**config.mk**
```make
export PLATFORM = sky130hd
export DESIGN_NAME = blfb_line
export DESIGN_NICKNAME = d
export VERILOG_FILES = /design/src/rtl/blfb_pkg.sv /design/src/rtl/blfb_line.sv
export SDC_FILE = /design/constraint.sdc
export NUM_CORES = 1
export LEC_CHECK = 0
export BUFFER_PORTS_ARGS = -buffer_cell sky130_fd_sc_hd__buf_2
export CORE_MARGIN = 3
export CORE_UTILIZATION = 40
export DETAILED_ROUTE_END_ITERATION = 10
export GPL_ROUTABILITY_DRIVEN = 0
export HOLD_SLACK_MARGIN = 0.08
export PLACE_DENSITY = 0.66
export SYNTH_ARGS = -nofsm -noshare
export SYNTH_HDL_FRONTEND = slang
export SYNTH_SLANG_ARGS = --single-unit
```
**constraint.sdc**
```tcl
create_clock -name clk -period 9.3 [get_ports clk]
set_input_delay 0.93 -clock clk [delete_from_list [all_inputs] [get_ports clk]]
set_output_delay 0.93 -clock clk [all_outputs]
set_load 0.005 [all_outputs]
```
**src/rtl/blfb_pkg.sv**
```systemverilog
// shared types and codes of the line drawing framebuffer
package blfb_pkg;

	typedef enum logic [1:0] {
		ACT_CLEAR = 2'd0,
		ACT_PIXEL = 2'd1,
		ACT_LINE  = 2'd2,
		ACT_READ  = 2'd3
	} action_t;

	localparam int COORD_W = 8;
	localparam int INDEX_W = 10;
	localparam int COUNT_W = 9;
	localparam int DATA_W  = 8;
	localparam int PAGE_ROWS = 8;

	// one point coming out of the line stepper
	typedef struct packed {
		logic               valid;
		logic               last;
		logic [COORD_W-1:0] x;
		logic [COORD_W-1:0] y;
	} pt_t;

endpackage

```
**src/rtl/blfb_line.sv**
```systemverilog
// bresenham stepper, one point per cycle
module blfb_line
	import blfb_pkg::*;
(
	input  logic               clk,
	input  logic               arst_n,
	input  logic               start,
	input  logic [COORD_W-1:0] ax,
	input  logic [COORD_W-1:0] ay,
	input  logic [COORD_W-1:0] bx,
	input  logic [COORD_W-1:0] by,
	output pt_t                pt
);

	logic               busy_q;
	logic [COORD_W-1:0] ax_q, ay_q, bx_q, by_q;
	logic [COORD_W-1:0] dx_q;
	logic signed [9:0]  dy_q;
	logic               stepx_neg_q, stepy_neg_q;
	logic signed [11:0] err_q;
	logic [7:0]         npts_q;

	logic [COORD_W-1:0] dx_new, dy_abs;
	logic               at_end, last;
	logic signed [12:0] twice;
	logic signed [11:0] err_nxt;
	logic               mv_x, mv_y;

	always_comb begin
		dx_new  = (bx > ax) ? bx - ax : ax - bx;
		dy_abs  = (by > ay) ? by - ay : ay - by;
		at_end  = (ax_q == bx_q) && (ay_q == by_q);
		last    = at_end || (npts_q == 8'hFF);
		twice   = 13'(err_q) <<< 1;
		mv_x    = twice > 13'(dy_q);
		mv_y    = twice < $signed({5'd0, dx_q});
		err_nxt = err_q;
		if (mv_x) begin
			err_nxt = err_nxt + 12'(dy_q);
		end
		if (mv_y) begin
			err_nxt = err_nxt + $signed({4'd0, dx_q});
		end
	end

	always_ff @(posedge clk or negedge arst_n) begin
		if (!arst_n) begin
			busy_q <= 1'b0;
		end else if (start) begin
			busy_q <= 1'b1;
		end else if (busy_q && last) begin
			busy_q <= 1'b0;
		end
	end

	always_ff @(posedge clk) begin
		if (start) begin
			ax_q        <= ax;
			ay_q        <= ay;
			bx_q        <= bx;
			by_q        <= by;
			dx_q        <= dx_new;
			dy_q        <= -$signed({2'd0, dy_abs});
			stepx_neg_q <= !(ax < bx);
			stepy_neg_q <= !(ay < by);
			err_q       <= $signed({4'd0, dx_new}) - $signed({4'd0, dy_abs});
			npts_q      <= '0;
		end else if (busy_q && !last) begin
			err_q  <= err_nxt;
			npts_q <= npts_q + 8'd1;
			if (mv_x) begin
				ax_q <= stepx_neg_q ? ax_q - 8'd1 : ax_q + 8'd1;
			end
			if (mv_y) begin
				ay_q <= stepy_neg_q ? ay_q - 8'd1 : ay_q + 8'd1;
			end
		end
	end

	assign pt.valid = busy_q;
	assign pt.last  = last;
	assign pt.x     = ax_q;
	assign pt.y     = ay_q;

endmodule

```
==> results of run 1 <==
-- final timing paths --
| check | end | depth (start not counted) | start | slack [ps] |
|---|---|---|---|---|
| max in group asynchronous | busy_q$_DFFE_PN0P_ | 1 | arst_n | 8860 |
| min in group clk | npts_q[6]$_SDFFE_PP0P_ | 2 | npts_q[6]$_SDFFE_PP0P_ | 510 |
| hold reg to reg | npts_q[6]$_SDFFE_PP0P_ | 2 | npts_q[6]$_SDFFE_PP0P_ | 510 |
| setup reg to reg | err_q[8]$_DFFE_PP_ | 18 | dy_q[9]$_DFFE_PP_ | 4350 |
| setup / recovery | err_q[8]$_DFFE_PP_ | 18 | dy_q[9]$_DFFE_PP_ | 4350 |
| hold / removal | busy_q$_DFFE_PN0P_ | 1 | arst_n | 350 |
-- flip-flops by register name, summed over array words and instances, names as in the netlist --
register     flops
npts_q           8
err_q           12
bx_q             8
stepx_neg_q      1
busy_q           1
ay_q             8
ax_q             8
stepy_neg_q      1
dx_q             8
dy_q            10
by_q             8
-- placed cells by master (no fill, tap or decap), types with 5 or more instances in the layout --
cell type	instances
sky130_fd_sc_hd__mux2i_1	27
sky130_fd_sc_hd__o21bai_1	13
sky130_fd_sc_hd__clkbuf_16	11
sky130_fd_sc_hd__a21o_1	13
sky130_fd_sc_hd__xnor2_1	51
sky130_fd_sc_hd__nor3_1	9
sky130_fd_sc_hd__edfxtp_1	64
sky130_fd_sc_hd__ha_1	93
sky130_fd_sc_hd__mux2_2	10
sky130_fd_sc_hd__nand4_1	10
sky130_fd_sc_hd__fa_1	9
sky130_fd_sc_hd__nand3_1	14
sky130_fd_sc_hd__o211ai_1	5
sky130_fd_sc_hd__buf_2	51
sky130_fd_sc_hd__nand2b_1	6
sky130_fd_sc_hd__nand2_1	42
sky130_fd_sc_hd__nor2_1	36
sky130_fd_sc_hd__a21oi_1	45
sky130_fd_sc_hd__o21ai_0	39
sky130_fd_sc_hd__xor2_1	22
sky130_fd_sc_hd__nor2b_1	6
sky130_fd_sc_hd__dfxtp_1	8
sky130_fd_sc_hd__inv_1	84
-- routing by layer --
layer | global-route usage | vias up | share of wire
li1 | - | 2536 | -
met1 | 0.217 | 2280 | 0.48
met2 | 0.272 | 76 | 0.47
met3 | 0.0272 | 15 | 0.034
met4 | 0.0392 | 0 | 0.016
met5 | 0 | - | 0
-- cell usage after synthesis (13+ instances only) --
| cell | number | share of area |
|---|---|---|
| sky130_fd_sc_hd__nand3_1 | 14 | 0.011 |
| sky130_fd_sc_hd__ha_1 | 93 | 0.17 |
| sky130_fd_sc_hd__nor2_1 | 36 | 0.020 |
| sky130_fd_sc_hd__xnor2_1 | 51 | 0.067 |
| sky130_fd_sc_hd__inv_1 | 84 | 0.047 |
| sky130_fd_sc_hd__xor2_1 | 22 | 0.029 |
| sky130_fd_sc_hd__o21bai_1 | 13 | 0.015 |
| sky130_fd_sc_hd__edfxtp_1 | 64 | 0.29 |
| sky130_fd_sc_hd__mux2i_1 | 27 | 0.041 |
| sky130_fd_sc_hd__nand2_1 | 42 | 0.024 |
| sky130_fd_sc_hd__o21ai_0 | 39 | 0.029 |
| sky130_fd_sc_hd__a21o_1 | 13 | 0.015 |
| sky130_fd_sc_hd__a21oi_1 | 45 | 0.034 |
-- report_power, final --
group / internal [mW] / leakage [nW] / total [mW] / switching (mW)
Combinational: 0.657 / 2.50 / 1.43 / 0.769
Sequential: 0.496 / 0.719 / 0.598 / 0.102
Clock: 0.214 / 0.157 / 0.357 / 0.144
-- cell type report --
cell class              count  area, sq um
fillers                  1565         8670
multi-input cells         516         4160
flip-flops and latches     73         2110
inverters                  84          315
repair buffers             55          285
clock buffers              11          275
well taps                 216          270
clock inverters             5         31.3
-- worst register-to-register path, stage by stage (launching register included) --
cell                       delay [ps]
sky130_fd_sc_hd__edfxtp_1         440
sky130_fd_sc_hd__inv_1            170
sky130_fd_sc_hd__ha_1             310
sky130_fd_sc_hd__a21oi_1          160
sky130_fd_sc_hd__a21oi_1          100
sky130_fd_sc_hd__a211oi_2         330
sky130_fd_sc_hd__a211oi_1         160
sky130_fd_sc_hd__a21oi_2          590
sky130_fd_sc_hd__mux2_2           440
sky130_fd_sc_hd__ha_1             210
sky130_fd_sc_hd__fa_1             410
sky130_fd_sc_hd__a21o_1           180
sky130_fd_sc_hd__a21oi_1          190
sky130_fd_sc_hd__nor2_1           100
sky130_fd_sc_hd__o31a_1           270
sky130_fd_sc_hd__o21a_1           190
sky130_fd_sc_hd__o21ai_0          190
sky130_fd_sc_hd__xor2_1           160
sky130_fd_sc_hd__o21ai_0           80
-- per-stage QoR --
step,cells,power [mW]
final,960,2.38
after detailed placement,944,2.02
after global placement,944,2.00
after global routing,960,2.61
after floorplan,688,1.69
after CTS,960,2.39
-- logic make-up after synthesis --
kind of cell,after synthesis,share of synthesized area
xor+xnor,75,0.101
simple gates,147,0.112
compound gates,154,0.150
fa+ha+maj,102,0.202
flops,73,0.316
mux,38,0.0597
buf+inv,99,0.0592
==> results by stage, run 1 <==
Drt:
- In this run the remaining antenna-violating nets after routing total 0.
- The iteration count of the initial detailed-routing pass is 4.
- Using the TritonRoute via totals, the vias-per-cell ratio works out to 5.11.
- After the first detailed-routing iteration, the DRC count stood at 300.
- After detailed routing, the average wire length per cell comes to 14.8 um.
- The final layout contains routed wiring with a total length of 14200 um.
- Summing over every cut layer, the via total after detailed routing is 4907.
- The DRC violation count after routing is 0.

Synth:
- After synthesis, the netlist uses 68 different library cells.
- The number of nets in the synthesized netlist is 825.
- In this run the cell area of the synthesized design comes to 6660 sq um.
- The async set or reset register ratio after synthesis is 0.0137.
- The count of state elements after synthesis is 73.
- The post-synthesis instance total is 688.
- The mean instance size in the synthesized netlist is 9.68 sq um.
- The number of enable flip-flop cells after synthesis is 64.
- The sequential element share of the synthesized area is 0.316.
- The Yosys step of the flow raised 0 warnings.
- The primary flip-flop cell chosen by synthesis mapping is sky130_fd_sc_hd__edfxtp_1.

Layout:
- The share of layout cells above drive strength 1 is 0.134.
- 0 antenna diodes ended up in the layout.
- In the final design database the tool counted 876 nets.
- The growth of design area from synthesis to finish is 11.8%.
- Measured on the finished design, the core utilization comes to 0.462.
- The finished cells cover 7440 sq um.

Clock tree:
- The later pin in the worst-skew pair is clocked with a latency of 340 ps.
- TritonCTS built the clock tree.
- The depth of the CTS H-tree is 3.
- The number of buffers inserted during clock tree synthesis is 9.
- The master cell of the clock root buffer is sky130_fd_sc_hd__clkbuf_16.
- The post-cts repair resize count is 0.
- The maximum clock path buffer count is 2.
- The clock sink count is 73.
- The hold buffer count at cts is 0.
- After clock tree synthesis, the clock-pin slew on the worst setup and hold paths is 60 ps.
- The buffer count from post-CTS setup fixing is 0.

Run status:
- The run finished with clean final reports.

Setup path:
- The maximum single-stage delay on the critical path is 590 ps.
- STA classifies the critical path startpoint as a flip-flop.
- Traced cell by cell, the critical path runs through inv_1, ha_1, a21oi_1, a21oi_1, a211oi_2, a211oi_1, a21oi_2, mux2_2, ha_1, fa_1, a21o_1, a21oi_1, nor2_1, o31a_1, o21a_1, o21ai_0, xor2_1, o21ai_0.
- Among the stages of the critical path, the cell type that occurs most often is sky130_fd_sc_hd__a21oi_1.
- The buffering stage count on the worst path with inverters included is 1.
- The critical path start-end classification is flip-flop to flip-flop.
- The library cell contributing the largest single delay on the critical path is sky130_fd_sc_hd__a21oi_2.
- In this run the worst path has a maximum fanout of 16.
- In this design, the largest share of critical-path delay is due to compound AO/OA/AOI/OAI gates.
- The kind of end point of the critical path is a flip-flop.
- Data arrives at the worst endpoint at 5010 ps.
- Data on the critical path is required at its endpoint by 9360 ps.

Floorplan:
- The die extent in x is 135 um.
- In this run the vertical extent of the chip is 135 um.
- The die covers 18200 sq um.
- The standard-cell row count is 46.
- After floorplanning, the core was sized to cover 16100 sq um.
- The initial core utilization is 0.413.
- For this design the top-level I/O count stands at 53.

STA:
- The count of endpoints failing hold in the final timing report was 0.
- Based on the critical path, the design can be clocked at up to 202 MHz.
- The actual transition at the worst max-transition pin is 1010 ps.
- Setup repair after global routing left no endpoint under its margin.
- In the finished design, the share of the clock period the worst path needs comes to 0.532.
- The worst path in the final design needs a cycle of 4950 ps, including I/O delays and setup.
- Hold timing on the final database bottoms out at a slack of 353 ps.
- The sum of negative setup slack is 0 ps.
- The total setup violations reported at the end of the flow is 0.
- The normalized max-slew margin is 0.324.
- The final worst clock skew is 6.00 ps.
- The slack of the critical path is 4350 ps.
- The final max-slew violation count is 0.

Min path:
- The worst min-delay path class is primary input to asynchronous set/reset pin.

Global routing:
- The first global-routing pass estimated 23900 um of wire.
- Summed over all layers, the global routing overflow is 0.
- The initial antenna violation count is 0.
- The via count of the first global-routing pass is 4893.
- Across every metal layer, demand over resource in global routing totals 0.161.
- The pin count of the biggest net entering global routing is 58.

Placement:
- The pre-CTS setup slack is 4200 ps.
- The port buffer count is 52.
- The half-perimeter wire length after placement is 11400 um.
- The placed instances occupy a cell area of 7140 sq um.

Pwr:
- Summed over all cells, the static leakage comes to 3.37 nW.
- The worst voltage drop across the vdd grid is 0.000161 V.
- For this design the ratio of total power to cell area is 320 nW/um^2.

Job:
- The number of max-cap violations is 0.
(Power assumes the default switching activity.)
==> inputs of run 2 (changes only) <==
Settings changed: PLACE_DENSITY 0.66 to 0.68.
Clock period 9.3 ns to 4.55 ns, I/O delays scaled along.
==> results by stage, run 2 (synthesized netlist as in run 1, its figures left out) <==
Clock tree:
- CTS built an H-tree with a depth of 3.
- The clock insertion delay at the later pin of the skew report is 340 ps.
- The clock edge transition at the registers on the reported setup and hold paths is 60 ps.
- The number of buffers inserted during clock tree synthesis is 9.
- The longest clock path from root to sink contains 2 buffers.
- The clock sink count is 73.
- TritonCTS built the clock tree.
- In this run the clock root is driven by a sky130_fd_sc_hd__clkbuf_16.

Layout:
- Of the cells placed in the final design, the portion with a size suffix greater than 1 is 0.151.
- The largest registers in the layout are err_q (12), dy_q (10).
- The number of flip-flops under the largest register name is 12.
- The net total in the final layout is 886.
- The final non-filler cell total is 970.
- Measured on the finished design, the core utilization comes to 0.467.
- Leaving out fill and tap cells, the most frequent cells in the layout are sky130_fd_sc_hd__ha_1, sky130_fd_sc_hd__inv_1, sky130_fd_sc_hd__edfxtp_1.
- The total area of multi-input combinational cells is 4180 sq um.
- The commonest non-fill, non-tap cell in the layout is sky130_fd_sc_hd__ha_1.
- The growth of design area from synthesis to finish is 12.9%.
- The register area is 2110 sq um.
- The fill cell total of the finished layout is 1555.
- Ranked by flip-flop count, first place goes to err_q.
- The antenna diode instance count is 0.
- After routing the design area is 7520 sq um.

Setup path:
- The buffering stage count on the worst path with inverters included is 1.
- The endpoint of the worst register-to-register path is err_q[10]$_DFFE_PP_.
- The cell with the most instances on the worst path is sky130_fd_sc_hd__nor2_1.
- The required time reported for the critical path endpoint is 4620 ps.
- Walking the worst path, the cells encountered are inv_2, ha_2, nand4_1, nor2_1, a211oi_2, a211oi_2, a21oi_2, mux2_2, ha_1, fa_1, a21o_1, a21oi_1, nor2_1, o31a_1, o21a_1, nor2_1, nor4bb_1, xor2_1, o21ai_0.
- Counting cells, the worst reg-to-reg path comes to 19.
- The library cell contributing the largest single delay on the critical path is sky130_fd_sc_hd__edfxtp_1.
- In this run the worst path has a maximum fanout of 5.
- The endpoint arrival time on the critical path is 4430 ps.
- The critical path's top delay family is compound AO/OA/AOI/OAI gates.
- For this run, the slowest stage of the critical path takes 420 ps.
- Setup slack on the worst reg-to-reg path comes out at 190 ps.
- In this run the critical register-to-register path is launched from dy_q[9]$_DFFE_PP_.
- The critical path start-end classification is flip-flop to flip-flop.
- STA classifies the critical path endpoint as a flip-flop.
- STA classifies the critical path startpoint as a flip-flop.

STA:
- The final hold slack is 319 ps.
- The slack of the critical path is 191 ps.
- The actual transition at the worst max-transition pin is 807 ps.
- For this run, the top clock speed supported by timing is 229 MHz.
- In the finished design, the share of the clock period the worst path needs comes to 0.958.
- The final max-slew violation count is 0.
- The final critical path time including I/O delays and setup is 4360 ps.
- Setup violations remaining at the end of the flow were counted as 0.
- The count of endpoints failing hold in the final timing report is 0.
- In this run the tightest slew margin relative to its limit is 0.457.
- The sum of negative setup slack is 0 ps.
- Clock skew on the completed layout was measured at 7.35 ps.

Pwr:
- The total chip power is 4.94 mW.
- The total power density per cell area is 657 nW/um^2.
- The leakage component of the power is 3.41 nW.
- The worst voltage drop across the vdd grid is 0.000300 V.

Global routing:
- The via count of the first global-routing pass is 5012.
- Across every metal layer, demand over resource in global routing totals 0.168.
- The initial antenna violation count is 0.
- The total overflow left after global routing is 0.
- The pin count of the biggest net entering global routing is 48.
- The wire length of the first global-routing pass is 24600 um.

Floorplan:
- The die height is 135 um.
- The die covers 18200 sq um.
- The initial core utilization is 0.413.
- The placeable core area is 16100 sq um.
- The initialized floorplan defines 46 standard-cell rows.
- During I/O placement, the number of pins put on the boundary was 53.
- The die extent in x is 135 um.

Min path:
- The worst min-delay path class is primary input to flip-flop.
- The worst hold path endpoint is by_q[5]$_DFFE_PP_.
- The number of instances on the worst hold path is 1.
- In this run the most critical hold path is launched from by[5].

Job:
- Max-cap violations in this run came to 0.

Drt:
- After detailed routing, the average wire length per cell comes to 15.2 um.
- Using the TritonRoute via totals, the vias-per-cell ratio works out to 5.13.
- The detailed router's first-iteration violation count is 277.
- The DRC violation count after routing is 0.
- The post-detailed-routing wire length is 14700 um.
- The number of nets still failing antenna checks after routing is 0.
- The first detailed-routing pass took 4 iterations.
- The detailed route wirelength on metal2 is 6990 um.
- The final route contains 4978 vias.
- The uppermost layer routed is met4.
- The routed wire length on met3 is 539 um.
- The routed length on met1 is 6960 um.

Run status:
- The flow ran to the end, and the final reports show no timing, DRC or antenna violations.

Placement:
- The instance area at placement is 7200 sq um.
- The wire-length estimate of the detail-placed layout is 11500 um.
- Once placement completed, the tool counted placed cells totaling 952.
- The pre-CTS setup slack is 186 ps.
- During placement, the flow inserted port buffers numbering 52.
==> run 2: cell types whose count changed in the layout (fill, tap and decap cells not counted), moves of 2 or more <==
cell and delta:
sky130_fd_sc_hd__buf_4 +8, sky130_fd_sc_hd__clkbuf_16 -2, sky130_fd_sc_hd__clkinv_2 -2, sky130_fd_sc_hd__clkinv_4 +2, sky130_fd_sc_hd__o21ai_0 -2, sky130_fd_sc_hd__o21ai_1 +2
==> run 2: area by class of cell <==
class                           count  area share
Clock buffer                        9      0.0299
Clock inverter                      7     0.00782
Inverter                           84      0.0419
Multi-Input combinational cell    516       0.555
Sequential cell                    73       0.280
Tap cell                          216      0.0359
Timing Repair Buffer               65      0.0487
==> run 2: how the worst max path moves through the flow <==
| stage | slack [ps] | end | depth (start not counted) | startpoint |
|---|---|---|---|---|
| floorplan | 90 | err_q[8]$_DFFE_PP_ | 19 | dy_q[9]$_DFFE_PP_ |
| global placement | 220 | err_q[11]$_DFFE_PP_ | 17 | ay[3] |
| detailed placement | 190 | err_q[11]$_DFFE_PP_ | 17 | ay[3] |
| CTS | 160 | err_q[9]$_DFFE_PP_ | 19 | dy_q[9]$_DFFE_PP_ |
| global route | -10 | err_q[10]$_DFFE_PP_ | 19 | dy_q[9]$_DFFE_PP_ |
| finish | 190 | err_q[10]$_DFFE_PP_ | 19 | dy_q[9]$_DFFE_PP_ |
==> run 2: routing by layer <==
metal  global-route usage  vias to the layer above
met5                    0                        -
met2                0.283                       90
li1                     -                     2551
met3               0.0250                       16
met1                0.224                     2321
met4               0.0554                        0
==> run 2: power by group <==
part	internal, mW	switching [mW]
Clock	0.380	0.309
Combinational	1.39	1.64
Sequential	1.01	0.205
Total	2.79	2.16
==> run 2: what timing repair did <==
action,in CTS,in global routing
setup buffers,0,1
setup endpoints to repair,0,6
endpoints found under the hold margin,1,0
hold buffers,1,0
resized for setup,0,8
==> inputs of run 3 (changes only) <==
Settings changed: ABC_AREA set to 1.
==> results by stage, run 3 <==
Run status:
- The run finished with clean final reports.

Synth:
- The netlist uses 48 different library cells.
- After synthesis, the cell types taking the most area are sky130_fd_sc_hd__edfxtp_1, sky130_fd_sc_hd__ha_1, sky130_fd_sc_hd__nand2_1.
- The number of enable flip-flop cells after synthesis is 64.
- The fraction of synthesized cell area taken by the top area cell type is 0.275.
- The count of state elements after synthesis is 73.
- The synthesized cell area is 6990 sq um.
- The leading area contributor after synthesis is sky130_fd_sc_hd__edfxtp_1.
- Averaged over all synthesized cells, the footprint is 7.75 sq um.
- After synthesis, the most frequently instantiated cells are sky130_fd_sc_hd__nand2_1, sky130_fd_sc_hd__inv_1, sky130_fd_sc_hd__ha_1, sky130_fd_sc_hd__a21oi_1, sky130_fd_sc_hd__edfxtp_1.
- Yosys instantiated no cell more often than sky130_fd_sc_hd__nand2_1.
- The number of synthesis warnings is 0.
- The post-synthesis instance total is 901.
- The primary flip-flop cell chosen by synthesis mapping is sky130_fd_sc_hd__edfxtp_1.
- When the netlist entered floorplanning its net count stood at 1038.
- The async set or reset register ratio after synthesis is 0.0137.
- The sequential element share of the synthesized area is 0.302.

Clock tree:
- In this run, CTS created clock tree buffers numbering 9.
- Clock tree synthesis selected as its root buffer the cell sky130_fd_sc_hd__clkbuf_16.
- The clock reaches the later pin of the worst-skew pair after 340 ps.
- The clock edge transition at the registers on the reported setup and hold paths is 60 ps.
- The clock passes through at most 2 buffers.
- The clock net in this run drives a total of 73 sinks.
- TritonCTS built the clock tree.
- Post-CTS timing repair inserted 0 buffers for setup.
- The depth of the CTS H-tree is 3.

Layout:
- The register name with the most flops is err_q.
- In the final layout, the share of cells above drive strength 1 is 0.104.
- After the last flow step, the layout net total stands at 1092.
- The number of flip-flops under the largest register name is 12.
- In the final layout, the registers with the most flip-flops are err_q (12), dy_q (10).
- Leaving out filler cells and counting taps, the final layout contains 1180.
- The growth of design area from synthesis to finish is 12.2%.
- The commonest non-fill, non-tap cell in the layout is sky130_fd_sc_hd__nand2_1.
- The library cells used most frequently in the layout, excluding fill and tap cells, are sky130_fd_sc_hd__nand2_1, sky130_fd_sc_hd__inv_1, sky130_fd_sc_hd__ha_1.
- 0 antenna diodes ended up in the layout.
- The layout has 1666 filler cells.

Placement:
- The port buffer count is 52.
- After detailed placement, the design holds a cell count of 1163.
- The half-perimeter wire length after placement is 12800 um.
- The pre-CTS setup slack is 559 ps.

Floorplan:
- The placeable core area is 16800 sq um.
- 53 I/O pins were placed.
- The die height is 138 um.
- The floorplan has 47 rows.
- The die covers 19100 sq um.
- The die extent in x is 138 um.
- The initial core utilization is 0.415.

Min path:
- The startpoint identified for the worst hold timing path is bx[0].
- The path with the worst hold slack has its endpoint at bx_q[0]$_DFFE_PP_.
- The number of instances on the worst hold path is 1.
- The min-delay analysis places its worst path in the category primary input to flip-flop.

Drt:
- The post-detailed-routing wire length is 16300 um.
- The first TritonRoute pass finished after 5 iterations.
- The via count normalized by instance count is 5.05.
- The DRC violation count after routing is 0.
- In the final routed layout, each cell accounts on average for 13.8 um.
- The number of nets still failing antenna checks after routing is 0.
- The detailed router's first-iteration violation count is 383.
- The via total after detailed routing is 5960.

STA:
- Final hold analysis gives a worst-case slack of 325 ps.
- For the final routed database, the setup TNS stands at 0 ps.
- The count of endpoints failing hold in the final timing report was 0.
- The final max-slew violation count is 0.
- In the finished design, the share of the clock period the worst path needs comes to 0.897.
- Setup violations remaining at the end of the flow were counted as 0.
- The actual transition at the worst max-transition pin is 752 ps.
- The clock arrives with 7.08 ps of skew.
- Setup repair after global routing left no endpoint under its margin.
- The final critical path time including I/O delays and setup is 4080 ps.
- The worst pin sits at a relative slew slack of 0.499.
- For this run, the top clock speed supported by timing is 245 MHz.
- Once routing completed, OpenROAD measured the worst setup slack at 470 ps.

Pwr:
- The analysis attributes to cell leakage a power of 3.89 nW.
- The total power density per cell area is 637 nW/um^2.
- The worst voltage drop across the vdd grid is 0.000268 V.

Global routing:
- The via count of the first global-routing pass is 5630.
- The pin count of the biggest net entering global routing is 58.
- The first global-routing pass estimated 27100 um of wire.
- The global route total overflow is 0.
- The initial antenna violation count came to 0.
- For this run, the total global-route usage over all layers was measured as 0.171.

Setup path:
- The library cell contributing the largest single delay on the critical path is sky130_fd_sc_hd__fa_1.
- The critical path start-end classification is flip-flop to flip-flop.
- The maximum single-stage delay on the critical path is 430 ps.
- The worst register-to-register path ends at err_q[10]$_DFFE_PP_.
- The internal reg-to-reg setup slack is 470 ps.
- The required time reported for the critical path endpoint is 4640 ps.
- The cell with the most instances on the worst path is sky130_fd_sc_hd__nand2_1.
- The source of the worst register-to-register timing path is dy_q[9]$_DFFE_PP_.
- The worst register-to-register path has a depth of 25.
- STA classifies the critical path startpoint as a flip-flop.
- The top fanout value on the critical path is 23.
- The kind of end point of the critical path is a flip-flop.
- The endpoint arrival time on the critical path is 4170 ps.

Job:
- The number of max-cap violations is 0.
-- run 3: cell count changes in the layout (fill, tap and decap cells not counted), sizes merged, moves of 17 or more --
cell,previous run,this run
a21oi,47,68
o21ai,42,59
nand2,42,208
inv,89,161
nand3,15,38
mux2i,27,1
nor2,36,60
xnor2,52,27
-- run 3: timing repair --
| item | in CTS | in global routing |
|---|---|---|
| hold buffers | 1 | 0 |
| resized for setup | 0 | 0 |
| hold endpoints to repair | 1 | 0 |
-- run 3: cell type report --
type	count	area (sq um)	share of cell area
clock buffers	9	225	0.0287
clock inverters	7	133	0.0169
inverters	162	609	0.0777
multi-input cells	652	4190	0.534
flip-flops and latches	73	2110	0.269
well taps	220	275	0.0351
repair buffers	57	300	0.0383
-- run 3: metrics by stage --
stage	utilization	instance area, sq um	power (mW)
global placement	0.444	7470	4.05
CTS	0.466	7840	5.00
floorplan	-	6990	3.42
detailed placement	0.444	7470	4.09
global route	0.466	7840	5.51
finish	0.466	7840	5.00
-- run 3: per-layer routing --
layer / GRT usage / part of all wire / wire length (um) / vias to the layer above
met1: 0.236 / 0.48 / 7750 / 2712
met3: 0.0228 / 0.046 / 743 / 14
met4: 0.0473 / 0.017 / 273 / 0
met5: 0 / 0 / 0 / -
li1: - / - / - / 3088
met2: 0.281 / 0.46 / 7510 / 146
-- run 3: worst max path at each step --
stage | cells after the start | end | start
global route | 25 | err_q[10]$_DFFE_PP_ | dy_q[9]$_DFFE_PP_
floorplan | 26 | err_q[10]$_DFFE_PP_ | dy_q[9]$_DFFE_PP_
CTS | 25 | err_q[10]$_DFFE_PP_ | dy_q[9]$_DFFE_PP_
detailed placement | 25 | err_q[10]$_DFFE_PP_ | dy_q[9]$_DFFE_PP_
finish | 25 | err_q[10]$_DFFE_PP_ | dy_q[9]$_DFFE_PP_
global placement | 25 | err_q[10]$_DFFE_PP_ | dy_q[9]$_DFFE_PP_
-- run 3: report_power, final --
part / switching, mW / internal [mW] / total [mW]
Sequential: 0.197 / 0.992 / 1.19
Clock: 0.282 / 0.586 / 0.868
Combinational: 1.77 / 1.17 / 2.94
-- run 3: worst max-delay path, delay by kind of cell, from the launching register on --
family	cells	cell delay (ps)
buf+inv	3	250
compound gates	6	940
fa+ha+maj	3	950
simple gates	13	1290
flops	1	410
-- run 3: cell families after synthesis --
kind of cell | synth area share
adder cells (fa/ha/maj) | 0.192
multiplexers | 0.00466
XOR/XNOR | 0.0602
buffers and inverters | 0.0987
flip-flops | 0.302
AND/OR/NAND/NOR | 0.204
AO/OA/AOI/OAI | 0.138
